### src/sv/eudst_pkg.sv
package eudst_pkg;

    // Field widths.
    localparam int UTC_W    = 32;
    localparam int OFFSET_W = 17;
    localparam int LOCAL_W  = 33;
    localparam int ZONE_W   = 11;
    localparam int MODE_W   = 2;
    localparam int CFG_W    = 11;
    localparam int IN_DATA_W  = 32;
    localparam int OUT_DATA_W = 56;

    // Pipeline depth: calendar stages, then rule, decision and output stages.
    localparam int CAL_STAGES = 11;
    localparam int NUM_STAGES = 14;

    // Configuration register indexes.
    localparam logic CFG_ZONE = 1'b0;
    localparam logic CFG_MODE = 1'b1;

    // Summer time modes.
    localparam logic [1:0] MODE_STANDARD = 2'd0;
    localparam logic [1:0] MODE_SUMMER   = 2'd1;
    localparam logic [1:0] MODE_AUTO     = 2'd2;
    localparam logic [1:0] MODE_STD_ALT  = 2'd3;

    // Time constants.
    localparam int SECS_PER_HOUR = 3600;
    localparam int SECS_PER_MIN  = 60;
    localparam int SUMMER_EXTRA  = 3600;

    // Day split: the seconds count is shifted down by 7, then divided by 675.
    localparam int DAY_DIV = 675;
    localparam int DAY_MUL = 49710;     // floor(2^25 / 675)
    // Calendar constants (eras start on March 1; ERA_SPLIT counts days from 1970-01-01).
    localparam int ERA_SPLIT   = 11017; // first day of the era starting in 2000
    localparam int ERA4_OFFSET = 135080;
    localparam int DAYS_4Y     = 1460;
    localparam int DAYS_4Y_MUL = 179;   // floor(2^18 / 1460)
    localparam int DAYS_100Y   = 36524;
    localparam int DAYS_400Y_M1 = 146096;
    localparam int DAYS_Y      = 365;
    localparam int DAYS_Y_MUL  = 718;   // floor(2^18 / 365)
    localparam int MP_DIV      = 153;
    localparam int MP_MUL      = 13;    // floor(2^11 / 153)
    localparam int WEEK        = 7;
    localparam int WEEK_MUL    = 585;   // floor(2^12 / 7)
    localparam int MONTH_DAYS  = 31;

    // Civil UTC date of one timestamp, with the timestamp itself and an hour-past-zero flag.
    typedef struct packed {
        logic [31:0] utc;
        logic [11:0] year;
        logic [3:0]  month;
        logic [4:0]  day;
        logic        hour_ge1;
    } date_t;

    // Day of the year (from March 1) on which month index mp starts.
    function automatic logic [8:0] month_start(input logic [3:0] mp);
        logic [8:0] r;
        unique case (mp)
            4'd0:    r = 9'd0;
            4'd1:    r = 9'd31;
            4'd2:    r = 9'd61;
            4'd3:    r = 9'd92;
            4'd4:    r = 9'd122;
            4'd5:    r = 9'd153;
            4'd6:    r = 9'd184;
            4'd7:    r = 9'd214;
            4'd8:    r = 9'd245;
            4'd9:    r = 9'd275;
            4'd10:   r = 9'd306;
            4'd11:   r = 9'd337;
            default: r = 9'd0;
        endcase
        return r;
    endfunction

endpackage

### src/sv/eu_dst_local_time_offset_unit.sv
// EU summer time offset unit. Each input beat carries a UTC second count since
// 1970; each output beat carries the total local offset in seconds, the summer
// flag and the local second count. The unit is a 14-stage pipeline: it takes
// one beat per cycle while the output side takes its results, and a result is
// offered on m_tvalid from the last stage register, where it is held while the
// output side stalls. Each stage holds its beat until the next stage has room,
// so s_tready stays high as long as a bubble is left anywhere in the pipeline.
// Configuration is written through cfg_we, cfg_index and cfg_data and takes
// effect on the beats that reach the last stage after the write; write it only
// while the pipeline is empty.
module eu_dst_local_time_offset_unit (
    input  logic                                clk,
    input  logic                                rst_n,
    // Configuration write port.
    input  logic                                cfg_we,
    input  logic                                cfg_index,
    input  logic [eudst_pkg::CFG_W-1:0]         cfg_data,
    // Input stream.
    input  logic                                s_tvalid,
    output logic                                s_tready,
    input  logic [eudst_pkg::IN_DATA_W-1:0]     s_tdata,   // [31:0] utc_seconds
    // Output stream.
    output logic                                m_tvalid,
    input  logic                                m_tready,
    output logic [eudst_pkg::OUT_DATA_W-1:0]    m_tdata    // [16:0] offset_seconds,
                                                           // [17] summer_active,
                                                           // [50:18] local_seconds,
                                                           // [55:51] zero
);
    import eudst_pkg::*;

    // Configuration registers.
    logic signed [ZONE_W-1:0] zone_reg;
    logic [MODE_W-1:0]        mode_reg;

    always_ff @(posedge clk or negedge rst_n)
    begin
        if (!rst_n)
        begin
            zone_reg <= '0;
            mode_reg <= MODE_STANDARD;
        end
        else if (cfg_we)
        begin
            unique case (cfg_index)
                CFG_ZONE: zone_reg <= cfg_data[ZONE_W-1:0];
                CFG_MODE: mode_reg <= cfg_data[MODE_W-1:0];
                default:  ;
            endcase
        end
    end

    // Stage valid bits and per-stage advance enables.
    logic [NUM_STAGES-1:0] vld_reg;
    logic [NUM_STAGES-1:0] vld_next;
    logic [NUM_STAGES-1:0] en;

    always_comb
    begin
        en[NUM_STAGES-1] = !vld_reg[NUM_STAGES-1] || m_tready;
        for (int i = NUM_STAGES - 2; i >= 0; i--)
        begin
            en[i] = !vld_reg[i] || en[i+1];
        end
    end

    always_comb
    begin
        vld_next = vld_reg;
        if (en[0])
        begin
            vld_next[0] = s_tvalid;
        end
        for (int i = 1; i < NUM_STAGES; i++)
        begin
            if (en[i])
            begin
                vld_next[i] = vld_reg[i-1];
            end
        end
    end

    always_ff @(posedge clk or negedge rst_n)
    begin
        if (!rst_n)
        begin
            vld_reg <= '0;
        end
        else
        begin
            vld_reg <= vld_next;
        end
    end

    assign s_tready = en[0];
    assign m_tvalid = vld_reg[NUM_STAGES-1];

    // Calendar split of the UTC time.
    date_t cal_date;

    eudst_calendar u_calendar (
        .clk         (clk),
        .en          (en[CAL_STAGES-1:0]),
        .utc_seconds (s_tdata[UTC_W-1:0]),
        .date        (cal_date)
    );

    // Rule stage: value whose remainder by 7 places the last Sunday.
    logic [13:0] r_five_y;
    logic [11:0] r_v;
    logic [21:0] r_prod;
    date_t       r_date_reg;
    logic [11:0] r_v_reg;
    logic [9:0]  r_q_reg;

    assign r_five_y = 14'(cal_date.year) * 14'd5;
    assign r_v      = r_five_y[13:2] + ((cal_date.month == 4'd3) ? 12'd4 : 12'd1);
    assign r_prod   = 22'(r_v) * 22'(WEEK_MUL);

    always_ff @(posedge clk)
    begin
        if (en[CAL_STAGES])
        begin
            r_date_reg <= cal_date;
            r_v_reg    <= r_v;
            r_q_reg    <= r_prod[21:12];
        end
    end

    // Decision stage: last Sunday of the month and the EU summer test.
    logic [11:0] d_qd;
    logic [11:0] d_rfull;
    logic [3:0]  d_r;
    logic [2:0]  d_rem;
    logic [4:0]  d_last;
    logic        d_eu;
    logic        d_is_mar;
    logic        d_is_oct;
    logic [31:0] d_t_reg;
    logic        d_eu_reg;

    assign d_qd     = 12'(r_q_reg) * 12'(WEEK);
    assign d_rfull  = r_v_reg - d_qd;
    assign d_r      = d_rfull[3:0];
    assign d_rem    = (d_r >= 4'(WEEK)) ? 3'(d_r - 4'(WEEK)) : d_r[2:0];
    assign d_last   = 5'(MONTH_DAYS) - 5'(d_rem);
    assign d_is_mar = (r_date_reg.month == 4'd3);
    assign d_is_oct = (r_date_reg.month == 4'd10);

    always_comb
    begin
        priority if (r_date_reg.month < 4'd3 || r_date_reg.month > 4'd10)
        begin
            d_eu = 1'b0;
        end
        else if (!d_is_mar && !d_is_oct)
        begin
            d_eu = 1'b1;
        end
        else if (r_date_reg.day < d_last)
        begin
            d_eu = d_is_oct;
        end
        else if (r_date_reg.day > d_last)
        begin
            d_eu = d_is_mar;
        end
        else
        begin
            // On the switch day the change happens at 01:00 UTC.
            d_eu = d_is_mar ? r_date_reg.hour_ge1 : !r_date_reg.hour_ge1;
        end
    end

    always_ff @(posedge clk)
    begin
        if (en[CAL_STAGES+1])
        begin
            d_t_reg  <= r_date_reg.utc;
            d_eu_reg <= d_eu;
        end
    end

    // Output stage: apply the mode, form the offset and the local time.
    logic                       o_summer;
    logic signed [OFFSET_W-1:0] o_zone_ext;
    logic signed [OFFSET_W-1:0] o_offset;
    logic [LOCAL_W-1:0]         o_local;
    logic [OFFSET_W-1:0]        o_offset_reg;
    logic                       o_summer_reg;
    logic [LOCAL_W-1:0]         o_local_reg;

    always_comb
    begin
        unique case (mode_reg)
            MODE_STANDARD: o_summer = 1'b0;
            MODE_SUMMER:   o_summer = 1'b1;
            MODE_AUTO:     o_summer = d_eu_reg;
            MODE_STD_ALT:  o_summer = 1'b0;
            default:       o_summer = 1'b0;
        endcase
    end

    assign o_zone_ext = OFFSET_W'(zone_reg);
    assign o_offset   = OFFSET_W'(o_zone_ext * OFFSET_W'(SECS_PER_MIN))
                      + (o_summer ? OFFSET_W'(SUMMER_EXTRA) : OFFSET_W'(0));
    assign o_local    = LOCAL_W'(d_t_reg) + LOCAL_W'(o_offset);

    always_ff @(posedge clk)
    begin
        if (en[NUM_STAGES-1])
        begin
            o_offset_reg <= o_offset;
            o_summer_reg <= o_summer;
            o_local_reg  <= o_local;
        end
    end

    assign m_tdata = {5'd0, o_local_reg, o_summer_reg, o_offset_reg};

endmodule

### src/sv/eudst_calendar.sv
module eudst_calendar (
    input  logic                             clk,
    input  logic [eudst_pkg::CAL_STAGES-1:0] en,
    input  logic [31:0]                      utc_seconds,
    output eudst_pkg::date_t                 date
);
    import eudst_pkg::*;

    // Stage 0: estimate of the day count, possibly one low.
    logic [40:0] s0_prod;
    logic [31:0] s0_t_reg;
    logic [15:0] s0_q_reg;

    assign s0_prod = 41'(utc_seconds[31:7]) * 41'(DAY_MUL);

    always_ff @(posedge clk)
    begin
        if (en[0])
        begin
            s0_t_reg <= utc_seconds;
            s0_q_reg <= s0_prod[40:25];
        end
    end

    // Stage 1: correct the day count and note whether the hour is past zero.
    logic [25:0] s1_qd;
    logic [24:0] s1_rfull;
    logic [10:0] s1_r;
    logic        s1_fix;
    logic [10:0] s1_rr;
    logic [16:0] s1_secs;
    logic [31:0] s1_t_reg;
    logic [15:0] s1_days_reg;
    logic        s1_hge1_reg;

    assign s1_qd    = 26'(s0_q_reg) * 26'(DAY_DIV);
    assign s1_rfull = s0_t_reg[31:7] - s1_qd[24:0];
    assign s1_r     = s1_rfull[10:0];
    assign s1_fix   = (s1_r >= 11'(DAY_DIV));
    assign s1_rr    = s1_fix ? (s1_r - 11'(DAY_DIV)) : s1_r;
    assign s1_secs  = {s1_rr[9:0], s0_t_reg[6:0]};

    always_ff @(posedge clk)
    begin
        if (en[1])
        begin
            s1_t_reg    <= s0_t_reg;
            s1_days_reg <= s0_q_reg + 16'(s1_fix);
            s1_hge1_reg <= (s1_secs >= 17'(SECS_PER_HOUR));
        end
    end

    // Stage 2: era (1600 or 2000) and day of the era.
    logic [31:0] s2_t_reg;
    logic [17:0] s2_doe_reg;
    logic        s2_era_reg;
    logic        s2_hge1_reg;

    always_ff @(posedge clk)
    begin
        if (en[2])
        begin
            s2_t_reg    <= s1_t_reg;
            s2_hge1_reg <= s1_hge1_reg;
            if (s1_days_reg < 16'(ERA_SPLIT))
            begin
                s2_doe_reg <= 18'(s1_days_reg) + 18'(ERA4_OFFSET);
                s2_era_reg <= 1'b0;
            end
            else
            begin
                s2_doe_reg <= 18'(s1_days_reg) - 18'(ERA_SPLIT);
                s2_era_reg <= 1'b1;
            end
        end
    end

    // Stage 3: century count, end-of-era mark and four-year estimate.
    logic [25:0] s3_prod;
    logic [2:0]  s3_cent;
    logic [31:0] s3_t_reg;
    logic [17:0] s3_doe_reg;
    logic        s3_era_reg;
    logic        s3_hge1_reg;
    logic [7:0]  s3_aq_reg;
    logic [2:0]  s3_cent_reg;
    logic        s3_last_reg;

    assign s3_prod = 26'(s2_doe_reg) * 26'(DAYS_4Y_MUL);
    assign s3_cent = 3'(s2_doe_reg >= 18'(DAYS_100Y))
                   + 3'(s2_doe_reg >= 18'(2 * DAYS_100Y))
                   + 3'(s2_doe_reg >= 18'(3 * DAYS_100Y))
                   + 3'(s2_doe_reg >= 18'(DAYS_400Y_M1));

    always_ff @(posedge clk)
    begin
        if (en[3])
        begin
            s3_t_reg    <= s2_t_reg;
            s3_doe_reg  <= s2_doe_reg;
            s3_era_reg  <= s2_era_reg;
            s3_hge1_reg <= s2_hge1_reg;
            s3_aq_reg   <= s3_prod[25:18];
            s3_cent_reg <= s3_cent;
            s3_last_reg <= (s2_doe_reg == 18'(DAYS_400Y_M1));
        end
    end

    // Stage 4: correct the four-year count and form the year numerator.
    logic [17:0] s4_aqd;
    logic [17:0] s4_r;
    logic [7:0]  s4_a;
    logic [31:0] s4_t_reg;
    logic [17:0] s4_doe_reg;
    logic        s4_era_reg;
    logic        s4_hge1_reg;
    logic [17:0] s4_n_reg;

    assign s4_aqd = 18'(s3_aq_reg) * 18'(DAYS_4Y);
    assign s4_r   = s3_doe_reg - s4_aqd;
    assign s4_a   = s3_aq_reg + 8'(s4_r >= 18'(DAYS_4Y));

    always_ff @(posedge clk)
    begin
        if (en[4])
        begin
            s4_t_reg    <= s3_t_reg;
            s4_doe_reg  <= s3_doe_reg;
            s4_era_reg  <= s3_era_reg;
            s4_hge1_reg <= s3_hge1_reg;
            s4_n_reg    <= s3_doe_reg - 18'(s4_a) + 18'(s3_cent_reg) - 18'(s3_last_reg);
        end
    end

    // Stage 5: estimate of the year of the era.
    logic [27:0] s5_prod;
    logic [31:0] s5_t_reg;
    logic [17:0] s5_doe_reg;
    logic        s5_era_reg;
    logic        s5_hge1_reg;
    logic [17:0] s5_n_reg;
    logic [9:0]  s5_yq_reg;

    assign s5_prod = 28'(s4_n_reg) * 28'(DAYS_Y_MUL);

    always_ff @(posedge clk)
    begin
        if (en[5])
        begin
            s5_t_reg    <= s4_t_reg;
            s5_doe_reg  <= s4_doe_reg;
            s5_era_reg  <= s4_era_reg;
            s5_hge1_reg <= s4_hge1_reg;
            s5_n_reg    <= s4_n_reg;
            s5_yq_reg   <= s5_prod[27:18];
        end
    end

    // Stage 6: correct the year of the era.
    logic [17:0] s6_yqd;
    logic [17:0] s6_r;
    logic [9:0]  s6_yoe;
    logic [31:0] s6_t_reg;
    logic [17:0] s6_doe_reg;
    logic        s6_era_reg;
    logic        s6_hge1_reg;
    logic [8:0]  s6_yoe_reg;

    assign s6_yqd = 18'(s5_yq_reg) * 18'(DAYS_Y);
    assign s6_r   = s5_n_reg - s6_yqd;
    assign s6_yoe = s5_yq_reg + 10'(s6_r >= 18'(DAYS_Y));

    always_ff @(posedge clk)
    begin
        if (en[6])
        begin
            s6_t_reg    <= s5_t_reg;
            s6_doe_reg  <= s5_doe_reg;
            s6_era_reg  <= s5_era_reg;
            s6_hge1_reg <= s5_hge1_reg;
            s6_yoe_reg  <= s6_yoe[8:0];
        end
    end

    // Stage 7: day of the year, counted from March 1.
    logic [1:0]  s7_cent;
    logic [17:0] s7_base;
    logic [17:0] s7_doy;
    logic [31:0] s7_t_reg;
    logic        s7_era_reg;
    logic        s7_hge1_reg;
    logic [8:0]  s7_yoe_reg;
    logic [8:0]  s7_doy_reg;

    assign s7_cent = 2'(s6_yoe_reg >= 9'd100) + 2'(s6_yoe_reg >= 9'd200)
                   + 2'(s6_yoe_reg >= 9'd300);
    assign s7_base = 18'(s6_yoe_reg) * 18'(DAYS_Y) + 18'(s6_yoe_reg[8:2]) - 18'(s7_cent);
    assign s7_doy  = s6_doe_reg - s7_base;

    always_ff @(posedge clk)
    begin
        if (en[7])
        begin
            s7_t_reg    <= s6_t_reg;
            s7_era_reg  <= s6_era_reg;
            s7_hge1_reg <= s6_hge1_reg;
            s7_yoe_reg  <= s6_yoe_reg;
            s7_doy_reg  <= s7_doy[8:0];
        end
    end

    // Stage 8: estimate of the month index.
    logic [10:0] s8_x;
    logic [14:0] s8_prod;
    logic [31:0] s8_t_reg;
    logic        s8_era_reg;
    logic        s8_hge1_reg;
    logic [8:0]  s8_yoe_reg;
    logic [8:0]  s8_doy_reg;
    logic [10:0] s8_x_reg;
    logic [3:0]  s8_mq_reg;

    assign s8_x    = 11'(s7_doy_reg) * 11'd5 + 11'd2;
    assign s8_prod = 15'(s8_x) * 15'(MP_MUL);

    always_ff @(posedge clk)
    begin
        if (en[8])
        begin
            s8_t_reg    <= s7_t_reg;
            s8_era_reg  <= s7_era_reg;
            s8_hge1_reg <= s7_hge1_reg;
            s8_yoe_reg  <= s7_yoe_reg;
            s8_doy_reg  <= s7_doy_reg;
            s8_x_reg    <= s8_x;
            s8_mq_reg   <= s8_prod[14:11];
        end
    end

    // Stage 9: correct the month index.
    logic [10:0] s9_mqd;
    logic [10:0] s9_r;
    logic [31:0] s9_t_reg;
    logic        s9_era_reg;
    logic        s9_hge1_reg;
    logic [8:0]  s9_yoe_reg;
    logic [8:0]  s9_doy_reg;
    logic [3:0]  s9_mp_reg;

    assign s9_mqd = 11'(s8_mq_reg) * 11'(MP_DIV);
    assign s9_r   = s8_x_reg - s9_mqd;

    always_ff @(posedge clk)
    begin
        if (en[9])
        begin
            s9_t_reg    <= s8_t_reg;
            s9_era_reg  <= s8_era_reg;
            s9_hge1_reg <= s8_hge1_reg;
            s9_yoe_reg  <= s8_yoe_reg;
            s9_doy_reg  <= s8_doy_reg;
            s9_mp_reg   <= s8_mq_reg + 4'(s9_r >= 11'(MP_DIV));
        end
    end

    // Stage 10: civil month, day and year.
    logic [3:0]  s10_month;
    logic [8:0]  s10_day;
    logic [11:0] s10_year;
    date_t       s10_date_reg;

    assign s10_month = (s9_mp_reg < 4'd10) ? (s9_mp_reg + 4'd3) : (s9_mp_reg - 4'd9);
    assign s10_day   = s9_doy_reg - month_start(s9_mp_reg) + 9'd1;
    assign s10_year  = 12'(s9_yoe_reg) + (s9_era_reg ? 12'd2000 : 12'd1600)
                     + 12'(s10_month <= 4'd2);

    always_ff @(posedge clk)
    begin
        if (en[10])
        begin
            s10_date_reg.utc      <= s9_t_reg;
            s10_date_reg.year     <= s10_year;
            s10_date_reg.month    <= s10_month;
            s10_date_reg.day      <= s10_day[4:0];
            s10_date_reg.hour_ge1 <= s9_hge1_reg;
        end
    end

    assign date = s10_date_reg;

endmodule

### config.mk
export PLATFORM = sky130hd
export DESIGN_NAME = eu_dst_local_time_offset_unit
export DESIGN_NICKNAME = d
export VERILOG_FILES = /design/src/sv/eudst_pkg.sv /design/src/sv/eu_dst_local_time_offset_unit.sv /design/src/sv/eudst_calendar.sv
export SDC_FILE = /design/constraint.sdc
export NUM_CORES = 2
export LEC_CHECK = 0
export ABC_AREA = 1
export BUFFER_PORTS_ARGS = -buffer_cell sky130_fd_sc_hd__buf_2
export CAP_MARGIN = 20
export CELL_PAD_IN_SITES_DETAIL_PLACEMENT = 1
export CELL_PAD_IN_SITES_GLOBAL_PLACEMENT = 2
export CORE_ASPECT_RATIO = 0.5
export CORE_MARGIN = 5
export CORE_UTILIZATION = 40
export CTS_BUF_LIST = sky130_fd_sc_hd__clkbuf_4 sky130_fd_sc_hd__clkbuf_8
export CTS_CLUSTER_DIAMETER = 120
export DETAILED_ROUTE_END_ITERATION = 10
export GPL_ROUTABILITY_DRIVEN = 0
export PLACE_DENSITY_LB_ADDON = 0.1
export SLEW_MARGIN = 20
export SYNTH_ARGS = -nofsm -noshare
export SYNTH_HDL_FRONTEND = slang
export SYNTH_SLANG_ARGS = --single-unit
### constraint.sdc
create_clock -name clk -period 9 [get_ports clk]
set_clock_uncertainty 0.2 [all_clocks]
set_input_delay 1.8 -clock clk [delete_from_list [all_inputs] [get_ports clk]]
set_output_delay 1.8 -clock clk [all_outputs]
set_load 0.01 [all_outputs]
After elaboration in Yosys (flattened, before gate mapping)
Memories as Yosys holds them, arrays and structs flattened. A register that Yosys moved wholly into a read port is not among the register bits.
Index checks and enable logic that the tools add are counted.
Word-level totals
  register bits after elaboration: 785
  bits in read-only memories: 144
  output and inout bits: 58
  word-level logic and storage cells: 211
  memories kept: 1
Memories
  (no name shown): words 16, width 9, read ports 1, clocked after memory_dff 1, wr ports 0, RTL line eudst_pkg.sv:62  | unique case (mp)
Operators by class
  $add $sub $neg: 35
  multipliers: 14
  magnitude comparators: 20
  equal/unequal tests: 7
  multiplexer cells: 14
  bitwise operators: 1
  reductions and logical operators: 37
Operators by type and width (count)
  $mul A25 B15 Y40 const B: 1
  $ge A18 B17 Y1 const B: 2
  $sub A18 B18 Y18: 2
  $add A32 B33 Y33: 1
  $mul A18 B9 Y27 const B: 1
  $mul A18 B8 Y26 const B: 1
  $mul A12 B10 Y22 const B: 1
  $sub A11 B11 Y11: 2
  $add A16 B18 Y18 const B: 1
  $add A18 B3 Y18: 1
  $eq A18 B18 Y1 const B: 1
  $ge A18 B11 Y1 const B: 1
  $ge A18 B16 Y1 const B: 1
  $ge A18 B18 Y1 const B: 1
  $ge A18 B9 Y1 const B: 1
  $mul A10 B9 Y18 const B: 1
  $mux W18: 1
  $sub A18 B1 Y18: 1
  $sub A18 B8 Y18: 1
  $add A17 B13 Y17: 1
  $ge A17 B12 Y1 const B: 1
  $logic_not A1 Y1: 17
  $sub A16 B14 Y17 const B: 1
  $add A16 B1 Y16: 1
  60 further kinds: 85

Depth between registers and ports, before layout
  word-level depth: 15
  mapped depth: 50

By module
Synthesis repeated with hierarchy kept, for this count alone.
Second synthesis, totals
  cells, all modules: 4959
  area, all modules: 54678.7 µm²
Modules (own cells, without submodules)
  eudst_calendar: times used 1, cells an instance 3826, area each 43870.8 µm², seq. area each 18657.9 µm²
  eu_dst_local_time_offset_unit: times used 1, cells an instance 1133, area each 10807.9 µm², seq. area each 4639.4 µm²

Worst setup path before layout
OpenSTA, ideal clock, no wires.
  kind: in2out
  start point: in m_tready
  end point: out s_tready
  data arrival time: 6.287 ns
  setup slack: 0.713 ns
  cell stages on the path: 16
  path buffers: 0
  path through: nor2_2 > inv_2 > nor2_2 > inv_2 > nor2_4 > nand2_4 > nor2_8 > nand2_4 > nor2_4 > nand2_4 > nor2_4 > nand2_4 > nor2_4 > nand2_4 > nor2_4 > nand2_2
On the way
  cells in the longest elaborated chain, start to end: 14
Ends and longest elaborated chain
  from (decl): RTL line eu_dst_local_time_offset_unit.sv:24  | input logic m_tready,
  $logic_or A1 B1 Y1: RTL line eu_dst_local_time_offset_unit.sv:60  | en[NUM_STAGES-1] = !vld_reg[NUM_STAGES-1] || m_tready;
  named net en[13]: RTL line eu_dst_local_time_offset_unit.sv:56  | logic [NUM_STAGES-1:0] en;
  $logic_or A1 B1 Y1: RTL line eu_dst_local_time_offset_unit.sv:63  | en[i] = !vld_reg[i] || en[i+1];
  named net en[12]: RTL line eu_dst_local_time_offset_unit.sv:56
  $logic_or A1 B1 Y1 (2 in series): RTL line eu_dst_local_time_offset_unit.sv:63
  named net en[10]: RTL line eu_dst_local_time_offset_unit.sv:56
  $logic_or A1 B1 Y1 (2 in series): RTL line eu_dst_local_time_offset_unit.sv:63
  named net en[8]: RTL line eu_dst_local_time_offset_unit.sv:56
  $logic_or A1 B1 Y1 (2 in series): RTL line eu_dst_local_time_offset_unit.sv:63
  named net en[6]: RTL line eu_dst_local_time_offset_unit.sv:56
  $logic_or A1 B1 Y1 (2 in series): RTL line eu_dst_local_time_offset_unit.sv:63
  named net en[4]: RTL line eu_dst_local_time_offset_unit.sv:56
  $logic_or A1 B1 Y1 (2 in series): RTL line eu_dst_local_time_offset_unit.sv:63
  named net en[2]: RTL line eu_dst_local_time_offset_unit.sv:56
  $logic_or A1 B1 Y1 (2 in series): RTL line eu_dst_local_time_offset_unit.sv:63
  to (decl): RTL line eu_dst_local_time_offset_unit.sv:20  | output logic s_tready,
The timed path passes the listed nets, and every way through them passes these cells.

Worst setup path in the final report
  start point: reg u_calendar.s3_aq_reg[3]
  end point: reg u_calendar.s4_n_reg[14] (data pin)
On the way
  cells in the longest elaborated chain, start to end: 7
Ends and longest elaborated chain
  from (decl): RTL line eudst_calendar.sv:85  | logic [7:0] s3_aq_reg;
  from (signal assigned): RTL line eudst_calendar.sv:103  | s3_aq_reg <= s3_prod[25:18];
  $mul A8 B9 Y16: RTL line eudst_calendar.sv:119  | assign s4_aqd = 18'(s3_aq_reg) * 18'(DAYS_4Y);
  $sub A18 B18 Y18: RTL line eudst_calendar.sv:120  | assign s4_r = s3_doe_reg - s4_aqd;
  $ge A18 B11 Y1: RTL line eudst_calendar.sv:121  | assign s4_a = s3_aq_reg + 8'(s4_r >= 18'(DAYS_4Y));
  $add A8 B1 Y8 *: RTL line eudst_calendar.sv:121
  $sub A18 B8 Y18 *: RTL line eudst_calendar.sv:131  | s4_n_reg <= s3_doe_reg - 18'(s4_a) + 18'(s3_cent_reg) - 18'(s3_last_reg);
  $add A18 B3 Y18 *: RTL line eudst_calendar.sv:131
  $sub A18 B1 Y18 *: RTL line eudst_calendar.sv:131
  to (signal assigned): RTL line eudst_calendar.sv:131
  to (decl): RTL line eudst_calendar.sv:117  | logic [17:0] s4_n_reg;
Mark *: on every way between the ends. The rest lies on a longest branch, timed or not.
A chain may end at the register's enable or synchronous reset.

==> impl_metrics.tcl <==
set metrics [dict create \
    rsz0062_at_grt "yes" \
    antenna_found_initial 6 \
    hold_buffers 0 \
    fin_nets 6222 \
    clkTransAtPathRegs_ns 0.07 \
    synth_warnings 0 \
    insertion_delay_ns 0.78 \
    port_buffers 99 \
    ys_seq_area_frac 0.432 \
    drive_above_1_share 0.0806 \
    critPathKind "reg2reg" \
    area_growth_pct 10.4 \
    vias 33200 \
    avgSynthCellArea_sq_um 11.3 \
    hold_violations 0 \
    timing.final.crit_share 0.966 \
    track_usage 0.172 \
    maxCapViolations 0 \
    fillers 14600 \
    crit_path_start_kind "flip-flop" \
    gr-total-overflow 0 \
    first_iter_violations 1218 \
    relSlewSlack 0.354 \
    slowest_stage "edfxtp_1" \
    cp.required_ns 9.32 \
    drt-total-wl_microns 121000 \
    die_width_microns 530 \
    outcome "complete, no violations" \
    async_flop_share 0.0345 \
    multi_input_area_sq_mm 0.0270 \
    syn_inst 4796 \
    cts-htree-levels 3 \
    fin_crit_ns 8.69 \
    ant_nets 0 \
    max_clock_freq_mhz 115 \
    row_count 95 \
    cts_made_buffers 114 \
    numClockSinks 782 \
    grt_max_degree 65 \
    hold_path.class "reg2reg" \
    drcViolationCount 0 \
    via_per_inst 4.80 \
    regArea_sq_mm 0.0233 \
    grt_pass1_wl_microns 198000 \
    crit_path_end_kind "flip-flop" \
    place_ws_ns -0.0681 \
    largest_register_ffs 54 \
    cts_root_buf "clkbuf_8" \
    crit_path_max_incr_delay_ns 0.51 \
    die_height_microns 270 \
    start_util 0.402 \
    crit_fanout 5 \
    core_sq_mm 0.134 \
    grt_pass1_vias 36900 \
    ys_types 61 \
    ys_seq_elements 782 \
    ioPinCount 107 \
    worst_slew_pin_slew_ns 0.969 \
    cts_buffer_depth 3 \
    ys.flop_type "edfxtp_1" \
    die-area_sq_mm 0.143 \
    setup_violations 0 \
    arrival_ns 9.02 \
    final_max_slew_viol_count 0 \
    cts_tree "yes" \
    synth_area_sq_mm 0.0540 \
    dp_hpwl_microns 98700 \
    synth_edf_count 750 \
    setup_slack_ns 0.306 \
    dr.pass1.iters 4 \
    wl_per_cell_microns 17.4 \
]
==> cell usage after synthesis, types with 50 or more instances <==
master / count / area (sq um)
a21oi_1: 235 / 1180
edfxtp_1: 750 / 22500
fa_1: 348 / 6970
ha_1: 789 / 9870
inv_1: 1041 / 3910
nand2_1: 542 / 2030
nand3_1: 111 / 556
nand4_1: 50 / 313
nor2_1: 202 / 758
o21ai_0: 138 / 691
xnor2_1: 89 / 780
xor2_1: 182 / 1590
==> metal layers <==
layer	share of wire	track usage	up-vias
li1	-	-	16400
met1	0.48	0.242	16500
met2	0.48	0.290	263
met3	0.026	0.0220	114
met4	0.014	0.0306	0
met5	0	0	-
==> final cells by class <==
class | instances | share of cell area
diodes | 1 | 0.0000420
clock buffers | 154 | 0.0319
clock inverters | 60 | 0.00932
inverters | 1044 | 0.0658
multi-input cells | 2964 | 0.452
flip-flops and latches | 782 | 0.391
well taps | 1794 | 0.0377
repair buffers | 130 | 0.0122
==> final timing paths <==
| check | start | to | slack [ns] | cells past startpoint |
|---|---|---|---|---|
| worst max-delay path | u_calendar.s3_aq_reg[3] | u_calendar.s4_n_reg[14] | 0.31 | 44 |
| max in group asynchronous | rst_n | vld_reg[3] | 7.11 | 1 |
| worst max register to register | u_calendar.s3_aq_reg[3] | u_calendar.s4_n_reg[14] | 0.31 | 44 |
| worst min-delay path | r_date_reg[47] | d_t_reg[25] | 0.18 | 0 |
| worst min register to register | r_date_reg[47] | d_t_reg[25] | 0.18 | 0 |
| min in group asynchronous | rst_n | zone_reg[4] | 0.92 | 1 |
==> timing repair <==
item	in CTS	in global routing
resized for setup	1	48
cloned	0	0
buffers inserted	2	12
endpoints found under the setup margin	2	10
pin swaps	0	13
==> metrics by stage <==
stage | area, sq um | cells | hold WS [ns] | utilization | setup TNS (ns)
2_1_floorplan | 54000 | 4802 | 0.200 | - | 0
3_3_place_gp | 56800 | 6700 | 0.201 | 0.423 | 0
3_5_place_dp | 56800 | 6700 | 0.205 | 0.423 | -0.0681
4_1_cts | 59300 | 6916 | 0.176 | 0.442 | 0
5_1_grt | 59600 | 6929 | 0.198 | 0.444 | -0.314
6_report | 59600 | 6929 | 0.180 | 0.444 | 0
==> logic make-up after synthesis <==
family                     share of synthesized area
AOI/OAI and AO/OA                             0.0560
xor gates and xnor gates                      0.0443
adders and majority gates                      0.312
buffers and inverters                         0.0741
DFF                                            0.432
muxes                                       0.000209
other                                      0.0000695
and+or+nand+nor                               0.0819
==> worst max-delay path, delay by kind of cell (launching register included) <==
family	cells	cell delay (ns)
AOI/OAI and AO/OA	11	1.40
xor gates and xnor gates	2	0.29
adders and majority gates	11	4.25
buffers and inverters	5	0.39
DFF	1	0.51
and+or+nand+nor	15	1.41
==> cells in the final DEF (no fill, tap or decap), drive strengths merged, types with 10 or more instances in the layout <==
cell type	instances
a211oi	14
a21o	24
a21oi	235
a31oi	22
buf	130
clkbuf	154
clkinv	41
dfrtp	27
edfxtp	750
fa	348
ha	789
inv	1047
nand2	553
nand3	112
nand3b	11
nand4	50
nor2	210
nor3	38
o211ai	10
o21a	13
o21ai	142
o21bai	23
or2	25
xnor2	89
xor2	183
Power is left out: the tool's default activity adds up to more than one toggle a clock period on the data nets, which glitch-free logic cannot reach.
